File: src/qft_pkg.sv
// Shared constants and types for the quoted field tokenizer.
`default_nettype none

package qft_pkg;

   // field buffer geometry
   localparam int FIELD_MAX = 32;
   localparam int IDX_W     = $clog2(FIELD_MAX);
   localparam int CNT_W     = $clog2(FIELD_MAX + 1);
   // two banks of field storage share one RAM
   localparam int ADDR_W    = IDX_W + 1;
   localparam int RAM_DEPTH = 2 ** ADDR_W;

   localparam logic [7:0] SPACE_BYTE  = 8'h20;
   localparam logic [7:0] QUOTE_RESET = 8'h22;

   typedef enum logic [1:0] {
      MODE_BETWEEN = 2'd0,
      MODE_WORD    = 2'd1,
      MODE_QUOTED  = 2'd2,
      MODE_QSEEN   = 2'd3
   } mode_type;

   // one field to drain from a bank
   typedef struct packed {
      logic             bank;
      logic [CNT_W-1:0] lim;
      logic             ovf;
      logic             split;
      logic             send_end;
   } cmd_type;

   typedef struct packed {
      logic    vld;
      cmd_type cmd;
   } push_type;

   // bank handed back by the drain side
   typedef struct packed {
      logic vld;
      logic bank;
   } rel_type;

   typedef struct packed {
      logic [7:0] out_byte;
      logic       byte_valid;
      logic       field_end;
      logic       string_end;
      logic       field_truncated;
   } result_type;

endpackage

`default_nettype wire

File: src/qft_ram.sv
// Generic single-write, single-read RAM with registered read data.
`default_nettype none

module qft_ram #(
   parameter int WIDTH = 8,
   parameter int DEPTH = 64
) (
   input  wire logic                     clock,
   input  wire logic                     wr_en,
   input  wire logic [$clog2(DEPTH)-1:0] wr_addr,
   input  wire logic [WIDTH-1:0]         wr_data,
   input  wire logic                     rd_en,
   input  wire logic [$clog2(DEPTH)-1:0] rd_addr,
   output logic      [WIDTH-1:0]         rd_data
);

   logic [WIDTH-1:0] mem_ff [DEPTH];
   logic [WIDTH-1:0] rd_data_ff;

   always_ff @(posedge clock) begin
      if (wr_en) begin
         mem_ff[wr_addr] <= wr_data;
      end
      if (rd_en) begin
         rd_data_ff <= mem_ff[rd_addr];
      end
   end

   assign rd_data = rd_data_ff;

endmodule

`default_nettype wire

File: src/qft_front.sv
// Front end: accepts bytes, tracks the parse mode, fills the field banks, issues drain commands.
`default_nettype none

module qft_front (
   input  wire logic                     clock,
   input  wire logic                     reset,
   input  wire logic                     req_push,
   output logic                          req_full,
   input  wire logic [7:0]               req_in_byte,
   input  wire logic                     req_in_last,
   input  wire logic                     csr_wr_en,
   input  wire logic [7:0]               csr_wr_data,
   output qft_pkg::push_type             push_a,
   output qft_pkg::push_type             push_b,
   input  wire qft_pkg::rel_type         rel,
   output logic                          wr_en,
   output logic [qft_pkg::ADDR_W-1:0]    wr_addr,
   output logic [7:0]                    wr_data
);
   import qft_pkg::*;

   logic [7:0]       quote_ff;
   mode_type         mode_ff, mode_in;
   logic [CNT_W-1:0] cnt_ff, cnt_in;
   logic             ovf_ff, ovf_in;
   logic             esc_ff, esc_in;
   logic [CNT_W-1:0] lns_ff, lns_in;     // length up to the last non-space byte
   logic             wbank_ff, wbank_in;
   logic [1:0]       busy_ff;
   logic [1:0]       busy_set;
   logic             pend_vld_ff;
   logic [7:0]       pend_byte_ff;
   logic             pend_last_ff;

   logic             go;
   logic             accept;
   logic             is_q, is_sp;
   logic             e1, e2, sb, opn, do_push;
   logic [7:0]       push_val;
   cmd_type          cmd1, cmd2;

   // parse one held byte
   always_comb begin
      mode_in  = mode_ff;
      cnt_in   = cnt_ff;
      ovf_in   = ovf_ff;
      esc_in   = esc_ff;
      lns_in   = lns_ff;
      wbank_in = wbank_ff;
      e1       = 1'b0;
      e2       = 1'b0;
      sb       = 1'b0;
      opn      = 1'b0;
      do_push  = 1'b0;
      push_val = pend_byte_ff;
      wr_en    = 1'b0;
      wr_addr  = '0;
      is_q     = (pend_byte_ff == quote_ff);
      is_sp    = !is_q && (pend_byte_ff == SPACE_BYTE);

      cmd1.bank     = wbank_ff;
      cmd1.lim      = cnt_ff;
      cmd1.ovf      = ovf_ff;
      cmd1.split    = 1'b0;
      cmd1.send_end = 1'b0;
      cmd2          = '0;

      unique case (mode_ff)
         MODE_BETWEEN: begin
            sb = 1'b1;
         end
         MODE_WORD: begin
            if (is_q) begin
               e1      = 1'b1;
               opn     = 1'b1;
               mode_in = MODE_QUOTED;
            end else if (is_sp) begin
               e1      = 1'b1;
               mode_in = MODE_BETWEEN;
            end else begin
               do_push = 1'b1;
            end
         end
         MODE_QUOTED: begin
            if (is_q) begin
               mode_in = MODE_QSEEN;
            end else begin
               do_push = 1'b1;
            end
         end
         MODE_QSEEN: begin
            if (is_q) begin
               // doubled quote: keep one literal quote
               do_push  = 1'b1;
               push_val = quote_ff;
               esc_in   = 1'b1;
               mode_in  = MODE_QUOTED;
            end else begin
               e1 = 1'b1;
               sb = 1'b1;
            end
         end
      endcase

      // byte seen between fields
      if (sb) begin
         if (is_q) begin
            opn     = 1'b1;
            mode_in = MODE_QUOTED;
         end else if (is_sp) begin
            mode_in = MODE_BETWEEN;
         end else begin
            opn     = 1'b1;
            mode_in = MODE_WORD;
            do_push = 1'b1;
         end
      end

      if (opn) begin
         cnt_in = '0;
         ovf_in = 1'b0;
         esc_in = 1'b0;
         lns_in = '0;
      end
      if (e1) begin
         wbank_in = !wbank_ff;
      end

      // append to the open field, drop past the buffer end
      if (do_push) begin
         if (cnt_in < CNT_W'(FIELD_MAX)) begin
            wr_en   = 1'b1;
            wr_addr = {wbank_in, cnt_in[IDX_W-1:0]};
            cnt_in  = cnt_in + 1'b1;
            if (push_val != SPACE_BYTE) begin
               lns_in = cnt_in;
            end
         end else begin
            ovf_in = 1'b1;
         end
      end

      // end of string: close whatever is open
      if (pend_last_ff) begin
         cmd2.bank     = wbank_in;
         cmd2.lim      = cnt_in;
         cmd2.ovf      = ovf_in;
         cmd2.split    = 1'b0;
         cmd2.send_end = 1'b1;
         unique case (mode_in) inside
            MODE_WORD, MODE_QSEEN: begin
               e2 = 1'b1;
            end
            MODE_QUOTED: begin
               if (esc_in) begin
                  e2 = 1'b1;
               end else if (lns_in != '0) begin
                  // unclosed quote: split the rest on spaces
                  e2         = 1'b1;
                  cmd2.lim   = lns_in;
                  cmd2.split = 1'b1;
               end
            end
            MODE_BETWEEN: begin
            end
         endcase
         if (e1 && !e2) begin
            cmd1.send_end = 1'b1;
         end
         if (e2) begin
            wbank_in = !wbank_in;
         end
         mode_in = MODE_BETWEEN;
         cnt_in  = '0;
         ovf_in  = 1'b0;
         esc_in  = 1'b0;
         lns_in  = '0;
      end

      // write bank must be free; any close also needs the other bank free
      go = pend_vld_ff && !busy_ff[wbank_ff] && (!(e1 || e2) || !busy_ff[!wbank_ff]);

      wr_en = wr_en && go;

      push_a.vld = go && (e1 || e2);
      push_a.cmd = e1 ? cmd1 : cmd2;
      push_b.vld = go && e1 && e2;
      push_b.cmd = cmd2;

      busy_set = 2'b00;
      if (go && e1) begin
         busy_set[wbank_ff] = 1'b1;
      end
      if (go && e2) begin
         busy_set[cmd2.bank] = 1'b1;
      end
   end

   assign wr_data  = push_val;
   assign req_full = pend_vld_ff && !go;
   assign accept   = req_push && !req_full;

   // control and parse state
   always_ff @(posedge clock) begin
      if (reset) begin
         quote_ff    <= QUOTE_RESET;
         mode_ff     <= MODE_BETWEEN;
         cnt_ff      <= '0;
         ovf_ff      <= 1'b0;
         esc_ff      <= 1'b0;
         lns_ff      <= '0;
         wbank_ff    <= 1'b0;
         busy_ff     <= 2'b00;
         pend_vld_ff <= 1'b0;
      end else begin
         if (csr_wr_en) begin
            quote_ff <= csr_wr_data;
         end
         if (go) begin
            mode_ff  <= mode_in;
            cnt_ff   <= cnt_in;
            ovf_ff   <= ovf_in;
            esc_ff   <= esc_in;
            lns_ff   <= lns_in;
            wbank_ff <= wbank_in;
         end
         busy_ff <= (busy_ff & ~({1'b0, rel.vld} << rel.bank)) | busy_set;
         if (accept) begin
            pend_vld_ff <= 1'b1;
         end else if (go) begin
            pend_vld_ff <= 1'b0;
         end
      end
   end

   // held byte
   always_ff @(posedge clock) begin
      if (accept) begin
         pend_byte_ff <= req_in_byte;
         pend_last_ff <= req_in_last;
      end
   end

endmodule

`default_nettype wire

File: src/qft_cmdq.sv
// Two-entry command queue between the front end and the drain side.
`default_nettype none

module qft_cmdq (
   input  wire logic              clock,
   input  wire logic              reset,
   input  wire qft_pkg::push_type push_a,
   input  wire qft_pkg::push_type push_b,
   input  wire logic              pop,
   output logic                   q_vld,
   output qft_pkg::cmd_type       q_cmd
);
   import qft_pkg::*;

   cmd_type    slot_ff [2];
   cmd_type    slot_in [2];
   cmd_type    tmp     [2];
   logic [1:0] cnt_ff, cnt_in;
   logic [1:0] cnt_mid;

   // shift on pop, then append up to two commands
   always_comb begin
      tmp[0]  = slot_ff[0];
      tmp[1]  = slot_ff[1];
      cnt_mid = cnt_ff;
      if (pop) begin
         tmp[0]  = slot_ff[1];
         cnt_mid = cnt_ff - 1'b1;
      end
      for (int k = 0; k < 2; k++) begin
         if (push_a.vld && cnt_mid == 2'(k)) begin
            slot_in[k] = push_a.cmd;
         end else if (push_b.vld && (cnt_mid + 2'(push_a.vld)) == 2'(k)) begin
            slot_in[k] = push_b.cmd;
         end else begin
            slot_in[k] = tmp[k];
         end
      end
      cnt_in = cnt_mid + 2'(push_a.vld) + 2'(push_b.vld);
   end

   always_ff @(posedge clock) begin
      if (reset) begin
         cnt_ff <= 2'd0;
      end else begin
         cnt_ff <= cnt_in;
      end
   end

   always_ff @(posedge clock) begin
      slot_ff[0] <= slot_in[0];
      slot_ff[1] <= slot_in[1];
   end

   assign q_vld = (cnt_ff != 2'd0);
   assign q_cmd = slot_ff[0];

endmodule

`default_nettype wire

File: src/qft_back.sv
// Drain side: reads a field bank byte by byte and queues the results.
`default_nettype none

module qft_back (
   input  wire logic                     clock,
   input  wire logic                     reset,
   input  wire logic                     q_vld,
   input  wire qft_pkg::cmd_type         q_cmd,
   output logic                          q_pop,
   output qft_pkg::rel_type              rel,
   output logic                          rd_en,
   output logic [qft_pkg::ADDR_W-1:0]    rd_addr,
   input  wire logic [7:0]               rd_data,
   output logic                          rsp_empty,
   input  wire logic                     rsp_pop,
   output qft_pkg::result_type           rsp_head
);
   import qft_pkg::*;

   logic             act_ff, act_in;
   cmd_type          cmd_ff, cmd_in;
   logic [CNT_W-1:0] rd_idx_ff, rd_idx_in;
   logic             rvld_ff, rvld_in;
   logic             cur_vld_ff, cur_vld_in;
   logic [7:0]       cur_byte_ff, cur_byte_in;
   result_type       oq_ff [2];
   result_type       oq_in [2];
   logic [1:0]       ocnt_ff, ocnt_in;

   logic             adv, issue, marker, emit, done, load, opop, x_sp;
   result_type       res;

   // walk the field with one byte of lookahead for word ends
   always_comb begin
      act_in      = act_ff;
      cmd_in      = cmd_ff;
      rd_idx_in   = rd_idx_ff;
      rvld_in     = rvld_ff;
      cur_vld_in  = cur_vld_ff;
      cur_byte_in = cur_byte_ff;
      emit        = 1'b0;
      done        = 1'b0;
      res         = '0;
      x_sp        = cmd_ff.split && (rd_data == SPACE_BYTE);
      adv         = act_ff && (ocnt_ff != 2'd2);
      issue       = adv && (rd_idx_ff < cmd_ff.lim);
      marker      = !cmd_ff.split && (cmd_ff.lim == '0);
      load        = !act_ff && q_vld;

      res.field_truncated = cmd_ff.ovf;

      if (load) begin
         act_in     = 1'b1;
         cmd_in     = q_cmd;
         rd_idx_in  = '0;
         rvld_in    = 1'b0;
         cur_vld_in = 1'b0;
      end else if (adv) begin
         if (marker) begin
            // empty quoted field
            emit           = 1'b1;
            done           = 1'b1;
            res.field_end  = 1'b1;
            res.string_end = cmd_ff.send_end;
         end else begin
            rvld_in = issue;
            if (issue) begin
               rd_idx_in = rd_idx_ff + 1'b1;
            end
            if (rvld_ff) begin
               if (cur_vld_ff) begin
                  emit           = 1'b1;
                  res.out_byte   = cur_byte_ff;
                  res.byte_valid = 1'b1;
                  res.field_end  = x_sp;
               end
               cur_vld_in  = !x_sp;
               cur_byte_in = rd_data;
            end else if (!issue && cur_vld_ff) begin
               // last byte of the command
               emit           = 1'b1;
               done           = 1'b1;
               res.out_byte   = cur_byte_ff;
               res.byte_valid = 1'b1;
               res.field_end  = 1'b1;
               res.string_end = cmd_ff.send_end;
               cur_vld_in     = 1'b0;
            end
         end
         if (done) begin
            act_in = 1'b0;
         end
      end
   end

   assign q_pop    = load;
   assign rel.vld  = done;
   assign rel.bank = cmd_ff.bank;
   assign rd_en    = issue;
   assign rd_addr  = {cmd_ff.bank, rd_idx_ff[IDX_W-1:0]};

   // result queue
   assign opop = rsp_pop && (ocnt_ff != 2'd0);

   always_comb begin
      oq_in[0] = oq_ff[0];
      oq_in[1] = oq_ff[1];
      ocnt_in  = ocnt_ff;
      if (opop) begin
         oq_in[0] = oq_ff[1];
         ocnt_in  = ocnt_ff - 1'b1;
      end
      if (emit) begin
         if (ocnt_in == 2'd0) begin
            oq_in[0] = res;
         end else begin
            oq_in[1] = res;
         end
         ocnt_in = ocnt_in + 1'b1;
      end
   end

   always_ff @(posedge clock) begin
      if (reset) begin
         act_ff     <= 1'b0;
         rvld_ff    <= 1'b0;
         cur_vld_ff <= 1'b0;
         ocnt_ff    <= 2'd0;
      end else begin
         act_ff     <= act_in;
         rvld_ff    <= rvld_in;
         cur_vld_ff <= cur_vld_in;
         ocnt_ff    <= ocnt_in;
      end
   end

   always_ff @(posedge clock) begin
      cmd_ff      <= cmd_in;
      rd_idx_ff   <= rd_idx_in;
      cur_byte_ff <= cur_byte_in;
      oq_ff[0]    <= oq_in[0];
      oq_ff[1]    <= oq_in[1];
   end

   assign rsp_empty = (ocnt_ff == 2'd0);
   assign rsp_head  = oq_ff[0];

endmodule

`default_nettype wire

File: src/quoted_field_tokenizer.sv
// Top level of the quoted field tokenizer: front end, command queue, field RAM, drain side.
//
//   channel   direction  transaction when          payload
//   req_      in         req_push && !req_full     req_in_byte, req_in_last
//   rsp_      out        rsp_pop && !rsp_empty     rsp_out_byte, rsp_byte_valid, rsp_field_end,
//                                                  rsp_string_end, rsp_field_truncated
//   csr_      in         csr_wr_en                 csr_wr_data (quote byte)
//
// One byte per cycle is taken while a field fills and req_full is low; a closed field
// drains at up to one result per cycle after command load, first RAM read and lookahead.
// Fields fill one RAM bank while the other drains; req_full holds a byte until its
// bank, and for a closing byte the other bank too, has finished draining.
// Reset is synchronous and active high; the field RAM itself is not cleared.
// rsp_ stalls hold the drain side, which in turn holds the front end.
`default_nettype none

module quoted_field_tokenizer (
   input  wire logic       clock,
   input  wire logic       reset,
   input  wire logic       req_push,
   output logic            req_full,
   input  wire logic [7:0] req_in_byte,
   input  wire logic       req_in_last,
   output logic            rsp_empty,
   input  wire logic       rsp_pop,
   output logic [7:0]      rsp_out_byte,
   output logic            rsp_byte_valid,
   output logic            rsp_field_end,
   output logic            rsp_string_end,
   output logic            rsp_field_truncated,
   input  wire logic       csr_wr_en,
   input  wire logic [7:0] csr_wr_data
);
   import qft_pkg::*;

   push_type          push_a, push_b;
   rel_type           rel;
   logic              q_vld, q_pop;
   cmd_type           q_cmd;
   logic              wr_en, rd_en;
   logic [ADDR_W-1:0] wr_addr, rd_addr;
   logic [7:0]        wr_data, rd_data;
   result_type        rsp_head;

   qft_front u_front (
      .clock       (clock),
      .reset       (reset),
      .req_push    (req_push),
      .req_full    (req_full),
      .req_in_byte (req_in_byte),
      .req_in_last (req_in_last),
      .csr_wr_en   (csr_wr_en),
      .csr_wr_data (csr_wr_data),
      .push_a      (push_a),
      .push_b      (push_b),
      .rel         (rel),
      .wr_en       (wr_en),
      .wr_addr     (wr_addr),
      .wr_data     (wr_data)
   );

   qft_cmdq u_cmdq (
      .clock  (clock),
      .reset  (reset),
      .push_a (push_a),
      .push_b (push_b),
      .pop    (q_pop),
      .q_vld  (q_vld),
      .q_cmd  (q_cmd)
   );

   qft_ram #(
      .WIDTH (8),
      .DEPTH (RAM_DEPTH)
   ) u_ram (
      .clock   (clock),
      .wr_en   (wr_en),
      .wr_addr (wr_addr),
      .wr_data (wr_data),
      .rd_en   (rd_en),
      .rd_addr (rd_addr),
      .rd_data (rd_data)
   );

   qft_back u_back (
      .clock     (clock),
      .reset     (reset),
      .q_vld     (q_vld),
      .q_cmd     (q_cmd),
      .q_pop     (q_pop),
      .rel       (rel),
      .rd_en     (rd_en),
      .rd_addr   (rd_addr),
      .rd_data   (rd_data),
      .rsp_empty (rsp_empty),
      .rsp_pop   (rsp_pop),
      .rsp_head  (rsp_head)
   );

   assign rsp_out_byte        = rsp_head.out_byte;
   assign rsp_byte_valid      = rsp_head.byte_valid;
   assign rsp_field_end       = rsp_head.field_end;
   assign rsp_string_end      = rsp_head.string_end;
   assign rsp_field_truncated = rsp_head.field_truncated;

   // a bank being handed back can never be the one just committed
   a_rel_vs_push: assert property (@(posedge clock) disable iff (reset)
      (rel.vld && push_a.vld) |-> (rel.bank != push_a.cmd.bank))
      else $error("bank released while being committed");

   // a second command in one cycle always targets the other bank
   a_push_pair: assert property (@(posedge clock) disable iff (reset)
      push_b.vld |-> (push_a.vld && (push_a.cmd.bank != push_b.cmd.bank)))
      else $error("second command without a distinct first");

   // the empty-field marker always closes its field
   a_marker_end: assert property (@(posedge clock) disable iff (reset)
      (!rsp_empty && !rsp_byte_valid) |-> rsp_field_end)
      else $error("empty-field marker without field end");

   // nothing is held right after reset
   a_reset_idle: assert property (@(posedge clock)
      reset |=> (!req_full && rsp_empty))
      else $error("block not idle after reset");

endmodule

`default_nettype wire
File: config.mk
export PLATFORM = sky130hd
export DESIGN_NAME = quoted_field_tokenizer
export DESIGN_NICKNAME = d
export VERILOG_FILES = /design/src/qft_pkg.sv /design/src/qft_ram.sv /design/src/qft_front.sv /design/src/qft_cmdq.sv /design/src/qft_back.sv /design/src/quoted_field_tokenizer.sv
export SDC_FILE = /design/constraint.sdc
export NUM_CORES = 1
export LEC_CHECK = 0
export CAP_MARGIN = 40
export CORE_MARGIN = 1.5
export CORE_UTILIZATION = 35
export DETAILED_ROUTE_END_ITERATION = 10
export DONT_BUFFER_PORTS = 1
export PLACE_DENSITY_LB_ADDON = 0.15
export SLEW_MARGIN = 20
export SYNTH_ARGS = -nofsm -noshare
export SYNTH_HDL_FRONTEND = slang
export SYNTH_HIERARCHICAL = 1
export SYNTH_SLANG_ARGS = --single-unit
File: constraint.sdc
create_clock -name clock -period 6.2 [get_ports clock]
set_input_delay 1.86 -clock clock [delete_from_list [all_inputs] [get_ports clock]]
set_output_delay 1.86 -clock clock [all_outputs]
set_load 0.02 [all_outputs]
==> results of run 1 <==
-- logic make-up after synthesis --
| group | Yosys count | share of synthesized area |
|---|---|---|
| compound gates | 181 | 0.0555 |
| flops | 632 | 0.685 |
| buf+inv | 156 | 0.0321 |
| mux | 215 | 0.141 |
| simple gates | 374 | 0.0694 |
| fa+ha+maj | 21 | 0.00958 |
| xor+xnor | 20 | 0.00651 |
-- placed cells by master, fill, tap and decap left out, types with 19 or more instances in the layout --
cell / netlist / routed
nand2_1: 68 / 68
buf_4: 44 / 102
nand3_1: 21 / 21
inv_1: 41 / 41
edfxtp_1: 579 / 579
mux2i_1: 52 / 52
mux2_2: 28 / 28
dfxtp_1: 53 / 49
nor2b_1: 28 / 28
ha_1: 19 / 19
clkbuf_16: 0 / 77
nor2_1: 144 / 142
mux4_2: 126 / 126
clkbuf_1: 38 / 21
-- per-stage QoR --
stage | area [µm²] | setup WS (ns)
after floorplan | 26900 | 0.965
after global placement | 28300 | 0.534
after detailed placement | 28400 | 0.517
after CTS | 30600 | 0.0114
after global routing | 30700 | 0.0301
final | 30700 | 0.304
-- sequential cells by signal, indices dropped and copies added, names as in the netlist, 2 cells and up --
name                  flops
u_ram/mem_ff            512
u_back/oq_ff             24
u_cmdq/slot_ff           20
u_back/cmd_ff             9
u_back/cur_byte_ff        8
u_front/pend_byte_ff      8
u_front/quote_ff          8
u_ram/rd_data             8
u_back/rd_idx_ff          6
u_front/cnt_ff            6
u_front/lns_ff            6
u_back/ocnt_ff            2
u_cmdq/cnt_ff             2
u_front/busy_ff           2
u_front/mode_ff           2
-- worst reg2reg max path: stages, from the launching register on --
cell      delay (ns)
dfxtp_1         0.45
inv_1           0.14
ha_1            0.36
o21bai_1        0.19
a21oi_1         0.21
a21boi_4        0.29
nor2_4          0.10
nand2_1         0.13
inv_1           0.05
ha_1            0.24
nand3_1         0.12
xnor2_1         0.10
nor2_1          0.14
nor2_1          0.05
mux2_4          0.30
o31ai_4         0.38
a21oi_1         0.21
ha_1            0.36
nand2b_1        0.30
or3_4           0.49
nand3b_1        0.40
-- what timing repair did --
action | in CTS | in global routing
pin swaps | 0 | 0
buffers inserted | 0 | 0
setup endpoints to repair | 1 | 1
resized for setup | 2 | 5
-- metal layers --
| metal | vias up | GRT usage | part of all wire |
|---|---|---|---|
| met3 | 91 | 0.0239 | 0.043 |
| met4 | 0 | 0.0585 | 0.026 |
| met5 | - | 0 | 0 |
| met2 | 360 | 0.255 | 0.46 |
| li1 | 6462 | - | - |
| met1 | 7391 | 0.236 | 0.47 |
-- power by group through the flow --
stage	Combinational, mW	Clock (mW)	Sequential, mW
after floorplan	1.86	0	5.05
after global placement	2.10	0	5.30
after detailed placement	2.12	0	5.30
after CTS	2.13	4.22	5.21
after global routing	2.26	4.37	5.23
final	2.10	4.09	5.19
-- area by class of cell --
type / instances / area (µm²) / share of cell area
Inverter: 41 / 154 / 0.00502
Clock inverter: 32 / 270 / 0.00881
Multi-Input combinational cell: 811 / 7650 / 0.249
Tap cell: 1030 / 1290 / 0.0420
Timing Repair Buffer: 109 / 837 / 0.0273
Antenna cell: 1 / 2.50 / 0.0000816
Sequential cell: 632 / 18500 / 0.602
Clock buffer: 98 / 2020 / 0.0657
-- worst max-delay path by stage --
stage                       start       end  slack (ns)  cells past startpoint
2_1_floorplan  u_front/mode_ff[0]  req_full        0.96                     17
3_3_place_gp   u_front/mode_ff[0]  req_full        0.53                     17
3_5_place_dp   u_front/mode_ff[0]  req_full        0.52                     17
4_1_cts        u_front/mode_ff[0]  req_full        0.01                     17
5_1_grt        u_front/mode_ff[0]  req_full        0.03                     17
6_report       u_front/mode_ff[0]  req_full        0.30                     17
==> flow_summary_export.csv, run 1 <==
group,metric,value,unit
run_status,status,"finished clean",
synth,synth.most_common_cell,"edfxtp_1",
setup_path,worst_setup_path_start_kind,"flop",
sta,relSlewSlack,0.468,
pwr,p_switching,3.08,mW
synth,yosys-top-cells-count,"579 x edfxtp_1, 144 x nor2_1, 126 x mux4_2",
floorplanning,die_w,280,µm
place,dp_hpwl,40000,µm
synth,synth.distinct_cells,91,
setup_path,critical_path_class,"flop to primary output",
setup_path,worstPathCellList,"inv_1 > ha_1 > o21bai_1 > a21oi_1 > a21boi_4 > nor2_4 > nand2_1 > inv_1 > ha_1 > nand3_1 > xnor2_1 > nor2_1 > nor2_1 > mux2_4 > o31a_1 > nor2_4 > nor2_2",
synth,yosys_warnings,6,
pwr,p_comb_frac,0.185,
sta,rsz0062_at_grt,"false",
synth,async_flop_share,0,
place,routabilityCongestion,0.841,
sta,finalSetupViolCount,0,
synth,ys_seq_elements,632,
pwr,power_frac_clock,0.359,
global_routing,grt_first_pass_wirelength,95400,µm
pwr,power.density,371,nW/µm²
routing,num_vias,14304,
sta,skew,0.0193,ns
global_routing,grt_max_degree,66,
clock_network,clkTransAtPathRegs,0.06,ns
place,io_buffers,0,
pwr,p_leak,9.68,nW
global_routing,grt_pass1_vias,14558,
setup_path,crit_slowest_cell,"dfxtp_1",
sta,hold_viol,0,
synth,synthCells,1599,
sta,post-route-min-period,5.90,ns
finish,fillers,6936,
pwr,p_int,8.31,mW
sta,setup_tns,0,ns
routing,drt_first_iter_violations,1341,
pwr,swShare,0.270,
clock_network,cts_max_path_buffers,3,
routing,drt-pass1-iter-count,5,
floorplanning,pin_count,36,
floorplanning,dieArea,78600,µm²
setup_path,reg2regPathDepth,20,
floorplanning,start_util,0.354,
setup_path,cp.arrival,4.04,ns
sta,max_freq,170,MHz
pwr,seqPwrFrac,0.456,
routing,route.detailed.drc,0,
clock_network,numCtsBuffers,71,
hold_path,hold_path_class,"flop to flop",
pwr,total_power,11.4,mW
global_routing,grt_usage,0.165,
synth,synth_edf_count,579,
finish,drive_gt1_frac,0.247,
synth,synth_top_area_share,0.646,
setup_path,rr_endpoint,"u_cmdq/slot_ff[0][3]",
clock_network,cts_hold_buf,0,
clock_network,cts_tree,"done",
setup_path,critical_path_peak_fanout,8,
setup_path,critPathCaptureType,"primary output",
synth,netlist_area,26900,µm²
sta,fin_crit_sh,0.951,
setup_path,critical_path_buf_inv_count,2,
finish,areaGrowthSynthToFinish,14.0,%
setup_path,crit_family,"compound AO/OA/AOI/OAI gates",
pwr,vdd_ir_drop_max,0.184,mV
finish,fin_nets,1707,
global_routing,gr-total-overflow,0,
hold_path,min_from,"u_cmdq/slot_ff[0][8]",
synth,seq_area_frac_synth,0.685,
setup_path,timing.rr.start,"u_front/mode_ff[0]",
synth,ys.flop_type,"edfxtp_1",
synth,syn_avg_cell_area,16.8,µm²
setup_path,cpPeakStageDelay,0.45,ns
synth,syn-num-nets,1640,
hold_path,hold_path_end,"u_back/cmd_ff[8]",
run,maxCapViolCount,0,
clock_network,cts_sinks,632,
place,dp.cells,2621,
sta,worstMarginPinSlew,0.795,ns
finish,finalNonFillerCells,2754,
setup_path,worstPathRequired,4.34,ns
floorplanning,die_y,280,µm
floorplanning,coreArea,76100,µm²
finish,fin_util,0.403,
routing,post_drt_via_cell_ratio,5.19,
floorplanning,fp-row-count,101,
clock_network,htreeDepth,3,
synth,yosys.area.top_type,"edfxtp_1",
global_routing,antenna_found_initial,1,
setup_path,rrSetupSlack,0.84,ns
routing,ant_nets,0,
sta,hold_slack,0.409,ns
clock_network,clkLatencyLatePin,0.61,ns
hold_path,hold_depth,0,
routing,wire_per_inst,23.1,µm
clock_network,cts-root-buf,"clkbuf_16",
routing,routed_wl,63600,µm
sta,slew_viol_final,0,
synth,synth_area_leaders,"edfxtp_1 65%, mux4_2 11%, dfxtp_1 3.9%",
No activity file was read; power rests on OpenSTA's default activity.
==> inputs of run 2 (changes only) <==
Settings changed: CELL_PAD_IN_SITES_DETAIL_PLACEMENT set to 2, CELL_PAD_IN_SITES_GLOBAL_PLACEMENT set to 2.
==> flow_summary_export.csv, run 2 (same netlist as run 1, synthesis figures left out) <==
group,metric,value,unit
run_status,status,"finished clean",
setup_path,critical_path_buf_inv_count,2,
clock_network,cts_sinks,632,
routing,wire_per_inst,26.2,µm
sta,relSlewSlack,0.353,
sta,finalSetupViolCount,0,
clock_network,post-cts-setup-buffers,0,
setup_path,cpPeakStageDelay,0.40,ns
pwr,vdd_ir_drop_max,0.171,mV
floorplanning,start_util,0.354,
sta,rsz0062_at_grt,"false",
pwr,power.density,375,nW/µm²
floorplanning,fp-row-count,101,
pwr,p_leak,9.66,nW
setup_path,critical_path_class,"flop to primary output",
routing,num_vias,14515,
routing,post_drt_via_cell_ratio,5.28,
sta,worstMarginPinSlew,0.946,ns
sta,fin_crit_sh,0.943,
routing,ant_nets,0,
sta,hold_viol,0,
setup_path,crit_family,"simple AND/OR/NAND/NOR gates",
pwr,total_power,11.5,mW
setup_path,worstPathRequired,4.34,ns
routing,top_layer,"met4",
setup_path,critPathCaptureType,"primary output",
routing,dr_wl_met3,2540,µm
place,dp_hpwl,47100,µm
setup_path,worstPathCellList,"inv_1 > ha_2 > o21bai_1 > a21oi_1 > a21boi_2 > nor2_4 > nand2_1 > inv_1 > ha_1 > nand3_1 > xnor2_1 > nor2_1 > nor2_1 > mux2_4 > o31a_1 > nor2_4 > nor2_4",
floorplanning,die_w,280,µm
finish,layout_commonest_cell,"edfxtp_1",
setup_path,worst_setup_path_start_kind,"flop",
finish,largest_reg_flops,512,
place,routabilityCongestion,0.786,
routing,route.detailed.drc,0,
global_routing,grt_usage,0.187,
floorplanning,coreArea,76100,µm²
run,maxCapViolCount,0,
sta,post-route-min-period,5.85,ns
clock_network,cts_hold_buf,0,
routing,dr_wl_met2,34200,µm
global_routing,grt_pass1_vias,15855,
finish,regMostFlops,"u_ram/mem_ff",
global_routing,grt_first_pass_wirelength,108000,µm
sta,skew,0.0284,ns
finish,reg_top3,"u_ram/mem_ff: 512 flops, u_back/oq_ff: 24 flops, u_cmdq/slot_ff: 20 flops",
global_routing,antenna_found_initial,1,
sta,slew_viol_final,0,
setup_path,rrSetupSlack,0.79,ns
clock_network,cts-root-buf,"clkbuf_16",
routing,drt_first_iter_violations,1158,
clock_network,numCtsBuffers,73,
clock_network,cts_max_path_buffers,3,
hold_path,hold_path_class,"flop to flop",
routing,drt-pass1-iter-count,5,
finish,antenna_cells,0,
routing,wl_met1,33800,µm
clock_network,clkTransAtPathRegs,0.05,ns
floorplanning,dieArea,78600,µm²
setup_path,path_common_cell,"nor2_4",
sta,max_freq,171,MHz
sta,setup_tns,0,ns
global_routing,grt_max_degree,66,
floorplanning,pin_count,36,
setup_path,crit_slowest_cell,"dfxtp_2",
finish,fin_nets,1707,
finish,areaGrowthSynthToFinish,13.8,%
clock_network,clkLatencyLatePin,0.62,ns
place,pre_cts_ws,0.233,ns
place,io_buffers,0,
setup_path,critical_path_peak_fanout,8,
clock_network,htreeDepth,3,
routing,routed_wl,72100,µm
finish,layout_common_cells,"579 x edfxtp_1, 142 x nor2_1, 126 x mux4_2",
setup_path,cp.arrival,3.99,ns
floorplanning,die_y,280,µm
clock_network,cts_tree,"done",
global_routing,gr-total-overflow,0,
sta,worst_slack,0.353,ns
finish,drive_gt1_frac,0.245,
[run 2: layer usage]
layer	GRT usage	up-vias
met5	0	-
met4	0.0553	0
met3	0.0259	85
met2	0.297	258
met1	0.267	7733
li1	-	6439
[run 2: final timing paths]
check,from,to,depth (start not counted)
hold / removal,u_cmdq/slot_ff[0][9],u_back/rd_addr[5],0
setup reg to reg,u_front/mode_ff[0],u_cmdq/slot_ff[0][9],20
hold reg to reg,u_cmdq/slot_ff[0][9],u_back/rd_addr[5],0
setup / recovery,u_front/mode_ff[0],req_full,17
[run 2: final cells by class]
type | count | area [µm²]
multi-input cells | 811 | 7650
clock inverters | 34 | 268
fillers | 7335 | 45400
well taps | 1030 | 1290
clock buffers | 94 | 1980
repair buffers | 107 | 841
flip-flops and latches | 632 | 18500
inverters | 41 | 154
[run 2: where the power goes]
| part | internal [mW] | switching (mW) | total (mW) |
|---|---|---|---|
| registers | 4.89 | 0.283 | 5.18 |
| clock network | 2.41 | 1.70 | 4.11 |
| logic | 0.987 | 1.23 | 2.21 |
[run 2: worst register-to-register path, stage by stage, from the launching register on]
cell and delay, ns:
dfxtp_2 0.40, inv_1 0.13, ha_2 0.37, o21bai_1 0.15, a21oi_1 0.09, a21boi_2 0.23
nor2_4 0.22, nand2_1 0.13, inv_1 0.08, ha_1 0.22, nand3_1 0.13, xnor2_1 0.19
nor2_1 0.12, nor2_1 0.05, mux2_4 0.30, o31ai_4 0.38, a21oi_1 0.22, ha_1 0.38
nand2b_1 0.33, or3_4 0.52, nand3b_1 0.42
[run 2: repair_timing]
action	CTS	global route
resized for setup	5	4
setup endpoints to repair	1	1
pin swaps	0	1
[run 2: stage by stage]
stage           util  hold slack (ns)  cell area [µm²]  instances
3_3_place_gp   0.371            0.404            28200       2606
3_5_place_dp   0.372            0.409            28300       2612
6_report       0.403            0.416            30600       2749
5_1_grt        0.403            0.427            30600       2749
2_1_floorplan      -            0.418            26900       1599
4_1_cts        0.402            0.422            30600       2740
